==> config.mk <==
export PLATFORM = sky130hd
export DESIGN_NAME = gf2m_arith_unit
export DESIGN_NICKNAME = d
export VERILOG_FILES = /design/src/hw/rtl/gf2m_pkg.sv /design/src/hw/rtl/gf2m_deg.sv /design/src/hw/rtl/gf2m_step.sv /design/src/hw/rtl/gf2m_arith_unit.sv
export SDC_FILE = /design/constraint.sdc
export NUM_CORES = 2
export LEC_CHECK = 0
export CAP_MARGIN = 40
export CORE_MARGIN = 5
export CORE_UTILIZATION = 35
export CTS_BUF_LIST = sky130_fd_sc_hd__clkbuf_16
export DETAILED_ROUTE_END_ITERATION = 12
export DONT_BUFFER_PORTS = 1
export PLACE_DENSITY = 0.5
export SYNTH_ARGS = -nofsm -noshare
export SYNTH_HDL_FRONTEND = slang
export SYNTH_HIERARCHICAL = 1
export SYNTH_SLANG_ARGS = --single-unit
export TNS_END_PERCENT = 5
==> constraint.sdc <==
create_clock -name clk -period 18.2 [get_ports clk]
set_input_delay 3.64 -clock clk [delete_from_list [all_inputs] [get_ports clk]]
set_output_delay 3.64 -clock clk [all_outputs]
set_load 0.03 [all_outputs]
==> src/hw/rtl/gf2m_pkg.sv <==
// gf2m_pkg: shared types and constants of the GF(2^m) arithmetic unit.
// Item structs, operation and status codes, sequencer states and step-unit control.
// No dependencies.
package gf2m_pkg;

	localparam int FIELD_BITS_DEF = 128;
	localparam int WORD_BITS      = 64;

	// operation codes carried in the kind field
	localparam logic [1:0] KIND_ADD = 2'd0;
	localparam logic [1:0] KIND_MUL = 2'd1;
	localparam logic [1:0] KIND_INV = 2'd2;
	localparam logic [1:0] KIND_DIV = 2'd3;

	// status codes
	localparam logic [1:0] STAT_OK       = 2'd0;
	localparam logic [1:0] STAT_NO_POLY  = 2'd1;
	localparam logic [1:0] STAT_INV_ZERO = 2'd2;

	// configuration register indexes
	localparam logic REG_POLY_LOW  = 1'b0;
	localparam logic REG_POLY_HIGH = 1'b1;

	typedef struct packed {
		logic [1:0]           kind;
		logic [WORD_BITS-1:0] a_low;
		logic [WORD_BITS-1:0] a_high;
		logic [WORD_BITS-1:0] b_low;
		logic [WORD_BITS-1:0] b_high;
	} in_item_t;

	typedef struct packed {
		logic [WORD_BITS-1:0] res_low;
		logic [WORD_BITS-1:0] res_high;
		logic [1:0]           status;
	} out_item_t;

	typedef enum logic [2:0] {
		ST_IDLE,
		ST_DEG_A,
		ST_DEG_B,
		ST_DISP,
		ST_INV,
		ST_MUL,
		ST_FIN
	} state_t;

	typedef enum logic {
		MODE_MUL,
		MODE_INV
	} step_mode_t;

	typedef struct packed {
		step_mode_t mode;
		logic       has_m;
	} step_ctl_t;

endpackage

==> src/hw/rtl/gf2m_deg.sv <==
// gf2m_deg: two-stage registered degree finder for the reduction polynomial.
// Stage 1 encodes each byte, stage 2 picks the highest non-empty byte.
// Depends on gf2m_pkg (none of its items needed beyond the parameter defaults).
module gf2m_deg #(
	parameter int W  = gf2m_pkg::FIELD_BITS_DEF,
	parameter int MW = $clog2(gf2m_pkg::FIELD_BITS_DEF)
) (
	input  logic          clk,
	input  logic          arst_n,
	input  logic [W-1:0]  poly,
	output logic [MW-1:0] m,
	output logic          has_m
);

	localparam int G  = (W + 7) / 8;
	localparam int PW = $clog2(G * 8);

	logic [G*8-1:0] pad;
	logic [G-1:0]   any_d;
	logic [2:0]     idx_d [G];
	logic [G-1:0]   any_s1;
	logic [2:0]     idx_s1 [G];
	logic [PW-1:0]  m_d;
	logic [MW-1:0]  m_s2;
	logic           has_s2;

	always_comb begin
		pad = '0;
		pad[W-1:0] = poly;
		for (int g = 0; g < G; g++) begin
			any_d[g] = |pad[g*8 +: 8];
			idx_d[g] = 3'd0;
			for (int k = 0; k < 8; k++) begin
				if (pad[g*8 + k]) begin
					idx_d[g] = 3'(k);
				end
			end
		end
	end

	always_ff @(posedge clk) begin
		any_s1 <= any_d;
		for (int g = 0; g < G; g++) begin
			idx_s1[g] <= idx_d[g];
		end
	end

	// highest group wins: later iterations override
	always_comb begin
		m_d = '0;
		for (int g = 0; g < G; g++) begin
			if (any_s1[g]) begin
				m_d = PW'(g * 8 + int'(idx_s1[g]));
			end
		end
	end

	always_ff @(posedge clk or negedge arst_n) begin
		if (!arst_n) begin
			has_s2 <= 1'b0;
		end else begin
			has_s2 <= |any_s1;
		end
	end

	always_ff @(posedge clk) begin
		m_s2 <= MW'(m_d);
	end

	assign m     = m_s2;
	assign has_m = has_s2;

endmodule

==> src/hw/rtl/gf2m_step.sv <==
// gf2m_step: the shared step unit, one multiply or one inversion step per cycle.
// Multiply: v = accumulator, r = running multiple of a, s = b shifted right.
// Depends on gf2m_pkg (step_ctl_t, step_mode_t).
module gf2m_step #(
	parameter int W  = gf2m_pkg::FIELD_BITS_DEF,
	parameter int MW = $clog2(gf2m_pkg::FIELD_BITS_DEF),
	parameter int CW = $clog2(2 * gf2m_pkg::FIELD_BITS_DEF)
) (
	input  gf2m_pkg::step_ctl_t ctl,
	input  logic [MW-1:0]       m,
	input  logic [W-1:0]        poly,
	input  logic [W-1:0]        s,
	input  logic [W-1:0]        r,
	input  logic [W-1:0]        u,
	input  logic [W-1:0]        v,
	input  logic [CW-1:0]       delta,
	output logic [W-1:0]        s_n,
	output logic [W-1:0]        r_n,
	output logic [W-1:0]        u_n,
	output logic [W-1:0]        v_n,
	output logic [CW-1:0]       delta_n
);

	logic [W-1:0] c1;
	logic [W-1:0] s1;
	logic [W-1:0] v1;

	always_comb begin
		s_n     = s;
		r_n     = r;
		u_n     = u;
		v_n     = v;
		delta_n = delta;
		c1      = r << 1;
		s1      = s[m] ? (s ^ r) : s;
		v1      = s[m] ? (v ^ u) : v;
		unique case (ctl.mode)
			gf2m_pkg::MODE_MUL: begin
				v_n = s[0] ? (v ^ r) : v;
				r_n = (ctl.has_m && c1[m]) ? (c1 ^ poly) : c1;
				s_n = s >> 1;
			end
			gf2m_pkg::MODE_INV: begin
				if (!r[m]) begin
					r_n     = r << 1;
					u_n     = u << 1;
					delta_n = delta + CW'(1);
				end else if (delta == '0) begin
					// swap roles
					s_n     = r;
					r_n     = s1 << 1;
					u_n     = v1 << 1;
					v_n     = u;
					delta_n = CW'(1);
				end else begin
					s_n     = s1 << 1;
					v_n     = v1;
					u_n     = u >> 1;
					delta_n = delta - CW'(1);
				end
			end
			default: ;
		endcase
	end

endmodule

==> src/hw/rtl/gf2m_arith_unit.sv <==
// gf2m_arith_unit: GF(2^m) add / multiply / invert / divide in polynomial basis.
// Sequencer, operand registers, configuration and output register.
// Depends on gf2m_pkg, gf2m_deg, gf2m_step.
//
// Usage notes:
//  - Input channel in_valid / in_stall / in_data; an item is taken when valid
//    is high and stall low. in_stall is high from the accepting edge until the
//    result has been moved into the output register.
//  - Output channel out_valid / out_stall / out_data; one result item per input.
//    The output register holds the item while out_stall is high; the next input
//    item can be taken and worked on meanwhile, and finishes once the slot frees.
//  - Config: cfg_we writes cfg_data to poly_low (index 0) or poly_high
//    (index 1). Write only while no item is in flight.
//  - Processing order, accept to out_valid (W = FIELD_BITS, m = polynomial degree):
//    ST_DEG_A and ST_DEG_B wait on the registered degree finder, ST_DISP
//    dispatches, then the loops of the step unit (one step per cycle) run: one
//    multiply step per b bit (W steps), 2m inversion steps, and an end-of-loop
//    state per loop; ST_FIN loads the output. Add and error statuses skip loops.
//  - One item at a time; the next item is taken at the earliest on the edge
//    after the result is loaded.
//  - Reset clears the polynomial to zero, idles the sequencer and empties the
//    output register.
module gf2m_arith_unit #(
	parameter int FIELD_BITS = gf2m_pkg::FIELD_BITS_DEF
) (
	input  logic                          clk,
	input  logic                          arst_n,
	input  logic                          in_valid,
	output logic                          in_stall,
	input  gf2m_pkg::in_item_t            in_data,
	output logic                          out_valid,
	input  logic                          out_stall,
	output gf2m_pkg::out_item_t           out_data,
	input  logic                          cfg_we,
	input  logic                          cfg_idx,
	input  logic [gf2m_pkg::WORD_BITS-1:0] cfg_data
);

	localparam int W  = FIELD_BITS;
	localparam int MW = $clog2(FIELD_BITS);
	localparam int CW = $clog2(2 * FIELD_BITS);
	localparam int DW = 2 * gf2m_pkg::WORD_BITS;

	gf2m_pkg::state_t state_q, state_d;

	logic [gf2m_pkg::WORD_BITS-1:0] poly_lo_q, poly_hi_q;
	logic [DW-1:0]   poly_full;
	logic [W-1:0]    poly_w;

	logic [1:0]      kind_q;
	logic [W-1:0]    a_q, b_q;
	logic [DW-1:0]   a_full, b_full;

	logic [W-1:0]    s_q, r_q, u_q, v_q;
	logic [W-1:0]    s_d, r_d, u_d, v_d;
	logic [CW-1:0]   delta_q, delta_d;
	logic [CW-1:0]   cnt_q, cnt_d;
	logic [1:0]      stat_q, stat_d;

	logic [W-1:0]    s_n, r_n, u_n, v_n;
	logic [CW-1:0]   delta_n;
	logic [W-1:0]    x_sel;

	logic [MW-1:0]   deg_m;
	logic            deg_has;
	gf2m_pkg::step_ctl_t ctl;

	logic            take_in;
	logic            out_load;
	logic            out_valid_q;
	gf2m_pkg::out_item_t out_q;
	logic [DW-1:0]   res_full;

	// configuration registers
	always_ff @(posedge clk or negedge arst_n) begin
		if (!arst_n) begin
			poly_lo_q <= '0;
			poly_hi_q <= '0;
		end else if (cfg_we) begin
			unique case (cfg_idx)
				gf2m_pkg::REG_POLY_LOW:  poly_lo_q <= cfg_data;
				gf2m_pkg::REG_POLY_HIGH: poly_hi_q <= cfg_data;
				default: ;
			endcase
		end
	end

	assign poly_full = {poly_hi_q, poly_lo_q};
	assign poly_w    = poly_full[W-1:0];
	assign a_full    = {in_data.a_high, in_data.a_low};
	assign b_full    = {in_data.b_high, in_data.b_low};

	gf2m_deg #(
		.W  (W),
		.MW (MW)
	) u_deg (
		.clk    (clk),
		.arst_n (arst_n),
		.poly   (poly_w),
		.m      (deg_m),
		.has_m  (deg_has)
	);

	gf2m_step #(
		.W  (W),
		.MW (MW),
		.CW (CW)
	) u_step (
		.ctl     (ctl),
		.m       (deg_m),
		.poly    (poly_w),
		.s       (s_q),
		.r       (r_q),
		.u       (u_q),
		.v       (v_q),
		.delta   (delta_q),
		.s_n     (s_n),
		.r_n     (r_n),
		.u_n     (u_n),
		.v_n     (v_n),
		.delta_n (delta_n)
	);

	assign in_stall = (state_q != gf2m_pkg::ST_IDLE);
	assign take_in  = in_valid && (state_q == gf2m_pkg::ST_IDLE);

	// operand capture
	always_ff @(posedge clk) begin
		if (take_in) begin
			kind_q <= in_data.kind;
			a_q    <= a_full[W-1:0];
			b_q    <= b_full[W-1:0];
		end
	end

	assign x_sel = (kind_q == gf2m_pkg::KIND_INV) ? a_q : b_q;

	// sequencer: next state and datapath loads
	always_comb begin
		state_d  = state_q;
		s_d      = s_q;
		r_d      = r_q;
		u_d      = u_q;
		v_d      = v_q;
		delta_d  = delta_q;
		cnt_d    = cnt_q;
		stat_d   = stat_q;
		out_load = 1'b0;
		ctl.mode  = gf2m_pkg::MODE_MUL;
		ctl.has_m = deg_has;
		unique case (state_q)
			gf2m_pkg::ST_IDLE: begin
				if (in_valid) begin
					state_d = gf2m_pkg::ST_DEG_A;
				end
			end
			gf2m_pkg::ST_DEG_A: state_d = gf2m_pkg::ST_DEG_B;
			gf2m_pkg::ST_DEG_B: state_d = gf2m_pkg::ST_DISP;
			gf2m_pkg::ST_DISP: begin
				stat_d = gf2m_pkg::STAT_OK;
				v_d    = '0;
				case (kind_q)
					gf2m_pkg::KIND_ADD: begin
						v_d     = a_q ^ b_q;
						state_d = gf2m_pkg::ST_FIN;
					end
					gf2m_pkg::KIND_MUL: begin
						r_d     = a_q;
						s_d     = b_q;
						cnt_d   = CW'(W);
						state_d = gf2m_pkg::ST_MUL;
					end
					default: begin
						if (!deg_has) begin
							stat_d  = gf2m_pkg::STAT_NO_POLY;
							state_d = gf2m_pkg::ST_FIN;
						end else if (x_sel == '0) begin
							stat_d  = gf2m_pkg::STAT_INV_ZERO;
							state_d = gf2m_pkg::ST_FIN;
						end else begin
							s_d     = poly_w;
							r_d     = x_sel;
							u_d     = W'(1);
							delta_d = '0;
							cnt_d   = CW'({deg_m, 1'b0});
							state_d = gf2m_pkg::ST_INV;
						end
					end
				endcase
			end
			gf2m_pkg::ST_INV: begin
				ctl.mode = gf2m_pkg::MODE_INV;
				if (cnt_q == '0) begin
					if (kind_q == gf2m_pkg::KIND_DIV) begin
						// a times inverse
						v_d     = '0;
						r_d     = a_q;
						s_d     = u_q;
						cnt_d   = CW'(W);
						state_d = gf2m_pkg::ST_MUL;
					end else begin
						v_d     = u_q;
						state_d = gf2m_pkg::ST_FIN;
					end
				end else begin
					s_d     = s_n;
					r_d     = r_n;
					u_d     = u_n;
					v_d     = v_n;
					delta_d = delta_n;
					cnt_d   = cnt_q - CW'(1);
				end
			end
			gf2m_pkg::ST_MUL: begin
				if (cnt_q == '0) begin
					state_d = gf2m_pkg::ST_FIN;
				end else begin
					s_d   = s_n;
					r_d   = r_n;
					v_d   = v_n;
					cnt_d = cnt_q - CW'(1);
				end
			end
			gf2m_pkg::ST_FIN: begin
				if (!out_valid_q || !out_stall) begin
					out_load = 1'b1;
					state_d  = gf2m_pkg::ST_IDLE;
				end
			end
			default: state_d = gf2m_pkg::ST_IDLE;
		endcase
	end

	always_ff @(posedge clk or negedge arst_n) begin
		if (!arst_n) begin
			state_q <= gf2m_pkg::ST_IDLE;
		end else begin
			state_q <= state_d;
		end
	end

	always_ff @(posedge clk) begin
		s_q     <= s_d;
		r_q     <= r_d;
		u_q     <= u_d;
		v_q     <= v_d;
		delta_q <= delta_d;
		cnt_q   <= cnt_d;
		stat_q  <= stat_d;
	end

	// output register
	always_comb begin
		res_full = '0;
		res_full[W-1:0] = v_q;
	end

	always_ff @(posedge clk or negedge arst_n) begin
		if (!arst_n) begin
			out_valid_q <= 1'b0;
		end else if (out_load) begin
			out_valid_q <= 1'b1;
		end else if (!out_stall) begin
			out_valid_q <= 1'b0;
		end
	end

	always_ff @(posedge clk) begin
		if (out_load) begin
			out_q.res_low  <= res_full[gf2m_pkg::WORD_BITS-1:0];
			out_q.res_high <= res_full[DW-1:gf2m_pkg::WORD_BITS];
			out_q.status   <= stat_q;
		end
	end

	assign out_valid = out_valid_q;
	assign out_data  = out_q;

endmodule
## Yosys cells after proc, flatten, opt, wreduce, memory -nomap -nowiden

Memory sizes are Yosys's and may differ from the RTL's.
Index checks and enable logic that the tools add are counted.

| operators by class | value |
|---|---|
| reduce and logical (&&, ||, !) cells | 38 |
| muxes and demuxes | 206 |
| $add $sub $neg | 18 |
| eq/ne operators | 24 |
| bitwise operators | 8 |
| magnitude comparators | 1 |

Operators by type and width:

| operator | number |
|---|---|
| two-way mux 128 bit | 31 |
| one-hot mux 128 bit (2 select lines) | 6 |
| one-hot mux 128 bit (3 select lines) | 3 |
| XOR 128 bit | 4 |
| two-way mux 3 bit | 75 |
| logical NOT 128 bit | 1 |
| OR reduction 8 bit | 16 |
| two-way mux 127 bit | 1 |
| XOR 127 bit | 1 |
| two-way mux 7 bit | 15 |
| two-way mux 8 bit | 12 |
| two-way mux 2 bit | 30 |
| adder 7 x 3 -> 7 bit, first input constant | 8 |
| one-hot mux 8 bit (2 select lines) | 2 |
| adder 6 x 3 -> 7 bit, first input constant | 4 |
| two-way mux 1 bit | 25 |
| one-hot mux 8 bit (3 select lines) | 1 |
| binary-select mux 1 bit (select 7 bit) | 3 |
| one-hot mux 3 bit (7 select lines) | 1 |
| != test 2 bit, second input constant | 9 |
| logical NOT 8 bit | 2 |
| OR reduction 16 bit | 1 |
| subtractor 8 x 1 -> 8 bit, second input constant | 2 |
| adder 5 x 3 -> 6 bit, first input constant | 2 |
| other kinds (25) | 40 |

| word-level totals | value |
|---|---|
| output and inout bits | 132 |
| bits of input ports | 328 |
| memories | 1 |
| memory bits (writable) | 48 |
| word-level logic and storage cells | 317 |
| register bits after elaboration | 1074 |

Memory list:

| memory | words | width | rd ports | clocked after memory_dff | wr ports | line | RTL |
|---|---|---|---|---|---|---|---|
| u_deg.idx_s1 | 16 | 3 | 16 | 0 | 16 | gf2m_deg.sv:22 | `logic [2:0] idx_s1 [G];` |

## Depth between registers and ports, before layout

An unclocked memory read counts as a cell.

| depth | value |
|---|---|
| depth after elaboration | 17 |
| gate-level depth with buffers | 18 |
| mapped depth without buffers | 11 |

## Modules after synthesis

The synthesis kept the hierarchy.

Modules (own cells, without submodules):

| module | cells an instance | seq. area each (sq um) | times used | area each (sq um) |
|---|---|---|---|---|
| gf2m_arith_unit | 3113 | 30869.6 | 1 | 43417.9 |
| gf2m_step | 4241 | 0.0 | 1 | 26193.9 |
| gf2m_deg | 368 | 1446.4 | 1 | 2941.6 |

## Worst setup path after synthesis

OpenSTA, ideal clock, no wires.

| timing | value |
|---|---|
| path kind | register -> register |
| start point | register state_q[0] |
| end point | register cnt_q[0], enable pin |
| slack | 2.158 ns |
| required time | 17.154 ns |
| library setup time | 1.046 ns |
| cell stages (with the launch flop) | 5 |
| data arrival time | 14.996 ns |
| buffers on the path | 1 |
| clock period less this slack | 16.042 ns |
| cell sequence | dfrtp_1 > clkbuf_1 > nand2_1 > nor2_1 > a31oi_1 |

| between the ends | value |
|---|---|
| longest elaborated chain between the ends | 3 |
| elaborated cells between the ends (all ways) | 10 |
| classes of those cells | eq/ne (8); reduce/logical (2) |

RTL lines:

| item | line | RTL |
|---|---|---|
| from (decl) | gf2m_arith_unit.sv:44 | `gf2m_pkg::state_t state_q, state_d;` |
| from (signal assigned) | gf2m_arith_unit.sv:236 | `state_q <= gf2m_pkg::ST_IDLE;` |
| from (signal assigned) | gf2m_arith_unit.sv:238 | `state_q <= state_d;` |
| equality test 3 x 2 -> 1 bit or equality test 3 bit (tied branches) | gf2m_arith_unit.sv:151 | `unique case (state_q)` |
| != test 3 x 2 -> 1 bit (no source line), or another cell as far along | n/a |  |
| AND reduction 6 bit (no source line) (*) | n/a |  |
| to (signal assigned) | gf2m_arith_unit.sv:248 | `cnt_q <= cnt_d;` |
| to (decl) | gf2m_arith_unit.sv:57 | `logic [CW-1:0] cnt_q, cnt_d;` |

Every way passes the cells marked *; elsewhere a longest branch is shown, timed or not.
A chain may end at the register's enable or synchronous reset.

## Final worst setup path

| timing | value |
|---|---|
| start point | register u_deg.m_s2[1], in the netlist u_deg/m[1] |
| end point | register v_q[126], in the netlist res_full[126] (data pin) |

| between the ends | value |
|---|---|
| longest elaborated chain between the ends | 8 |
| elaborated cells between the ends (all ways) | 11 |
| classes of those cells | mux (11) |

RTL lines:

| item | line | RTL |
|---|---|---|
| from (decl) | gf2m_deg.sv:24 | `logic [MW-1:0] m_s2;` |
| from (signal assigned) | gf2m_deg.sv:67 | `m_s2 <= MW'(m_d);` |
| binary-select mux 1 bit (select 7 bit) | gf2m_step.sv:36 | `v1 = s[m] ? (v ^ u) : v;` |
| two-way mux 1 bit (implied by the code) | gf2m_step.sv:36 |  |
| two-way mux 128 bit | gf2m_step.sv:36 |  |
| two-way mux 128 bit | gf2m_step.sv:48 | `end else if (delta == '0) begin` |
| two-way mux 128 bit (*) | gf2m_step.sv:44 | `if (!r[m]) begin` |
| one-hot mux 128 bit (2 select lines) (*) | gf2m_step.sv:37 | `unique case (ctl.mode)` |
| named net v_n[126] | gf2m_arith_unit.sv:60 | `logic [W-1:0] s_n, r_n, u_n, v_n;` |
| two-way mux 128 bit (on tied branches) | gf2m_arith_unit.sv:215, gf2m_arith_unit.sv:193 |  |
| one-hot mux 128 bit (3 select lines) (*) | gf2m_arith_unit.sv:151 |  |
| named net v_d[126] | gf2m_arith_unit.sv:55 | `logic [W-1:0] s_d, r_d, u_d, v_d;` |
| to (signal assigned) | gf2m_arith_unit.sv:246 | `v_q <= v_d;` |
| to (decl) | gf2m_arith_unit.sv:54 | `logic [W-1:0] s_q, r_q, u_q, v_q;` |

The timed path passes the listed nets; every way through them passes the cells marked *. The select of a mux whose other input is x is not followed.

==> impl_metrics.env <==
export IMPL_status="completed"
export IMPL_avgRoutedWirePerCell_um=32.8
export IMPL_worstPathArrival_ns=7.21
export IMPL_post_dp_hpwl_um=220000
export IMPL_synthesis_area_mm2=0.0726
export IMPL_synth_fp_nets=8053
export IMPL_via_per_inst=6.54
export IMPL_synth_top_cell_area_share_pct=38.0
export IMPL_yosysMostFrequentCell="edfxtp_1"
export IMPL_cts_resized_gates=0
export IMPL_antenna_found_initial=81
export IMPL_ys_seq_area_share_pct=44.5
export IMPL_grt_pass1_wl_um=475000
export IMPL_cp_required_ns=18.86
export IMPL_cp_start_kind="flop"
export IMPL_hold_path_class="reg -> reg"
export IMPL_via_count=67100
export IMPL_dr_wl_met2_um=148000
export IMPL_grtUsageTotal_pct=29.5
export IMPL_max_cap_viol_count=0
export IMPL_io_pin_count=460
export IMPL_p_leak_nw=28.7
export IMPL_ys_types=83
export IMPL_grt_max_degree=192
export IMPL_ys_warnings_count=6
export IMPL_hold_violations=0
export IMPL_clkSinkCount=1122
export IMPL_rows=167
export IMPL_die_w_um=465
export IMPL_fmax_ghz=0.153
export IMPL_coreArea_mm2=0.207
export IMPL_setup_violations=0
export IMPL_cts_buffers=146
export IMPL_wl_met3_um=35000
export IMPL_placed_cell_area_mm2=0.0749
export IMPL_cts_root_buf="clkbuf_16"
export IMPL_post_synth_cell_area_avg_um2=9.40
export IMPL_gp_congestion=0.994
export IMPL_met1Wirelength_um=134000
export IMPL_design_area_mm2=0.0803
export IMPL_synth_edf_count=918
export IMPL_fin_crit_ns=6.55
export IMPL_fill_cells=20400
export IMPL_initial_core_util_pct=35.1
export IMPL_drtPass1Iterations=9
export IMPL_rsz0062_at_grt="false"
export IMPL_dieArea_mm2=0.216
export IMPL_io_buffers=0
export IMPL_finalSetupTns_ns=0
export IMPL_routed_top_layer="met5"
export IMPL_first_iter_violations=9719
export IMPL_cts_tree="yes"
export IMPL_syn_to_final_growth_pct=10.6
export IMPL_postRouteAntennaNets=0
export IMPL_synth_seq_cells=1122
export IMPL_grt_pass1_vias=61200
export IMPL_async_reset_ff_share_pct=11.9
export IMPL_syn_inst=7722
export IMPL_slew_viol_final=0
export IMPL_nets=7650
export IMPL_endpoint_kind="flop"
export IMPL_synth_common_cells="918 x edfxtp_1, 833 x nand2_1, 743 x nor2_1"
export IMPL_wl_um=337000
export IMPL_max_vdd_ir_drop_uv=148
export IMPL_fin_hold_ws_ns=0.444
export IMPL_ys_top_cells_by_area="edfxtp_1 38%, dfrtp_1 4.6%, nand2_1 4.3%, a21oi_1 4.0%, nor2_1 3.8%"
export IMPL_ctsHtreeMaxLevel=4
export IMPL_synth_top_cell_by_area="edfxtp_1"
export IMPL_powerDensity_mw_per_mm2=117
export IMPL_crit_path_max_fanout=52
export IMPL_relSlewSlack_pct=1.49
export IMPL_postCtsHoldBufs=0
export IMPL_finalClockSkew_ns=0.0416
export IMPL_synth_ff_type="edfxtp_1"
export IMPL_post_cts_buffers=0
export IMPL_layout_drive_gt1_share_pct=9.55
export IMPL_finalCritPeriodShare_pct=36.0
export IMPL_clock_latency_ns=0.83
export IMPL_path_class="reg -> reg"
export IMPL_grt_ovfl_total=0
export IMPL_clk_path_buf_depth=3
export IMPL_drc=0
export IMPL_tightest_slew_ns=1.48
export IMPL_clkTransAtPathRegs_ns=0.06
export IMPL_die_h_um=465
cell usage in the layout (no fill, tap or decap), types with 57 or more instances in the layout:
master and count:
dfxtp_1 68, buf_4 111, a211oi_1 189, edfxtp_1 918, mux4_2 57, o211ai_1 116, xor2_1 195, nand2_1 829
xnor2_1 261, and3_1 274, dfrtp_1 133, o21ai_0 288, a211o_1 128, o21ai_1 78, o31ai_1 58, a211oi_2 75
a21o_1 131, a31oi_1 339, a311o_1 127, nand3_1 116, mux2_2 135, inv_1 258, o221ai_1 79, clkbuf_16 154
a22o_1 136, nor4_1 66, mux2i_1 80, a21boi_0 57, a22oi_1 243, diode_2 119, a21oi_1 578, nor2_1 738
metal layers:
metal  vias up  global-route usage [%]
met4        14                    16.8
li1      28400                       -
met5         -                       0
met1     33500                    39.7
met3       710                    6.70
met2      4473                    43.8
sequential cells by signal, indices dropped and copies added, names as in the netlist, 64 cells and up:
register and cells:
u_q 128, out_data 130, res_full 128, poly_lo_q 64, a_q 128, poly_hi_q 64
r_q 128, s_q 128, b_q 128
area by class of cell:
type,instances,area (um2),area share (%)
multi-input cells,5644,36400,45.4
flip-flops and latches,1122,32300,40.3
clock buffers,154,3850,4.80
well taps,2704,3380,4.22
repair buffers,158,1870,2.33
clock inverters,112,1150,1.44
inverters,247,936,1.17
diodes,119,298,0.371
per-stage QoR:
stage | utilization [%] | setup WS (ns) | total power, mW | instances
after floorplan | - | 2.16 | 5.44 | 7722
after detailed placement | 36.3 | 11.76 | 6.24 | 9874
after CTS | 38.7 | 11.85 | 9.35 | 10100
final | 38.8 | 11.65 | 9.41 | 10300
after global placement | 35.9 | 10.99 | 6.17 | 9839
after global routing | 38.8 | 11.67 | 9.74 | 10300
critical path, cell delays in order, from the launching register on:
cell and delay, ns:
dfxtp_4 0.64, buf_4 0.61, nor2b_1 0.62, a2111oi_0 0.22, nand3_1 0.25, nand4_1 0.19, nor4_4 0.39, buf_4 0.75
and3_4 0.55, buf_16 0.29, buf_4 0.50, nor2_1 0.12, buf_4 0.24, a32o_1 0.27, a211oi_1 0.23, a22oi_1 0.11
o21ai_0 0.12
power breakdown:
group	switching [mW]	total [mW]	internal, mW
logic	1.61	2.76	1.15
clock network	1.26	3.09	1.82
registers	0.526	3.57	3.04
total	3.40	9.41	6.01
worst paths after layout:
path	slack (ns)	cells after the start	to	startpoint
setup / recovery	11.65	16	res_full[126]	u_deg/m[1]
hold / removal	0.44	0	out_data[0]	stat_q[0]
setup reg to reg	11.65	16	res_full[126]	u_deg/m[1]
hold reg to reg	0.44	0	out_data[0]	stat_q[0]
max in group asynchronous	15.26	0	poly_hi_q[15]	arst_n
min in group asynchronous	2.52	0	state_q[1]	arst_n
cells by family (layout without fill, tap and decap cells):
kind of cell,after synthesis,count (layout),share of synthesized area [%]
compound gates,2702,2702,25.7
simple gates,2211,2211,13.6
flops,1122,1122,44.5
buf+inv,956,671,5.60
xor+xnor,456,456,5.50
mux,272,272,4.97
fa+ha+maj,3,3,0.0517
other cells,0,119,0
Power figures use the tool's default switching activity.
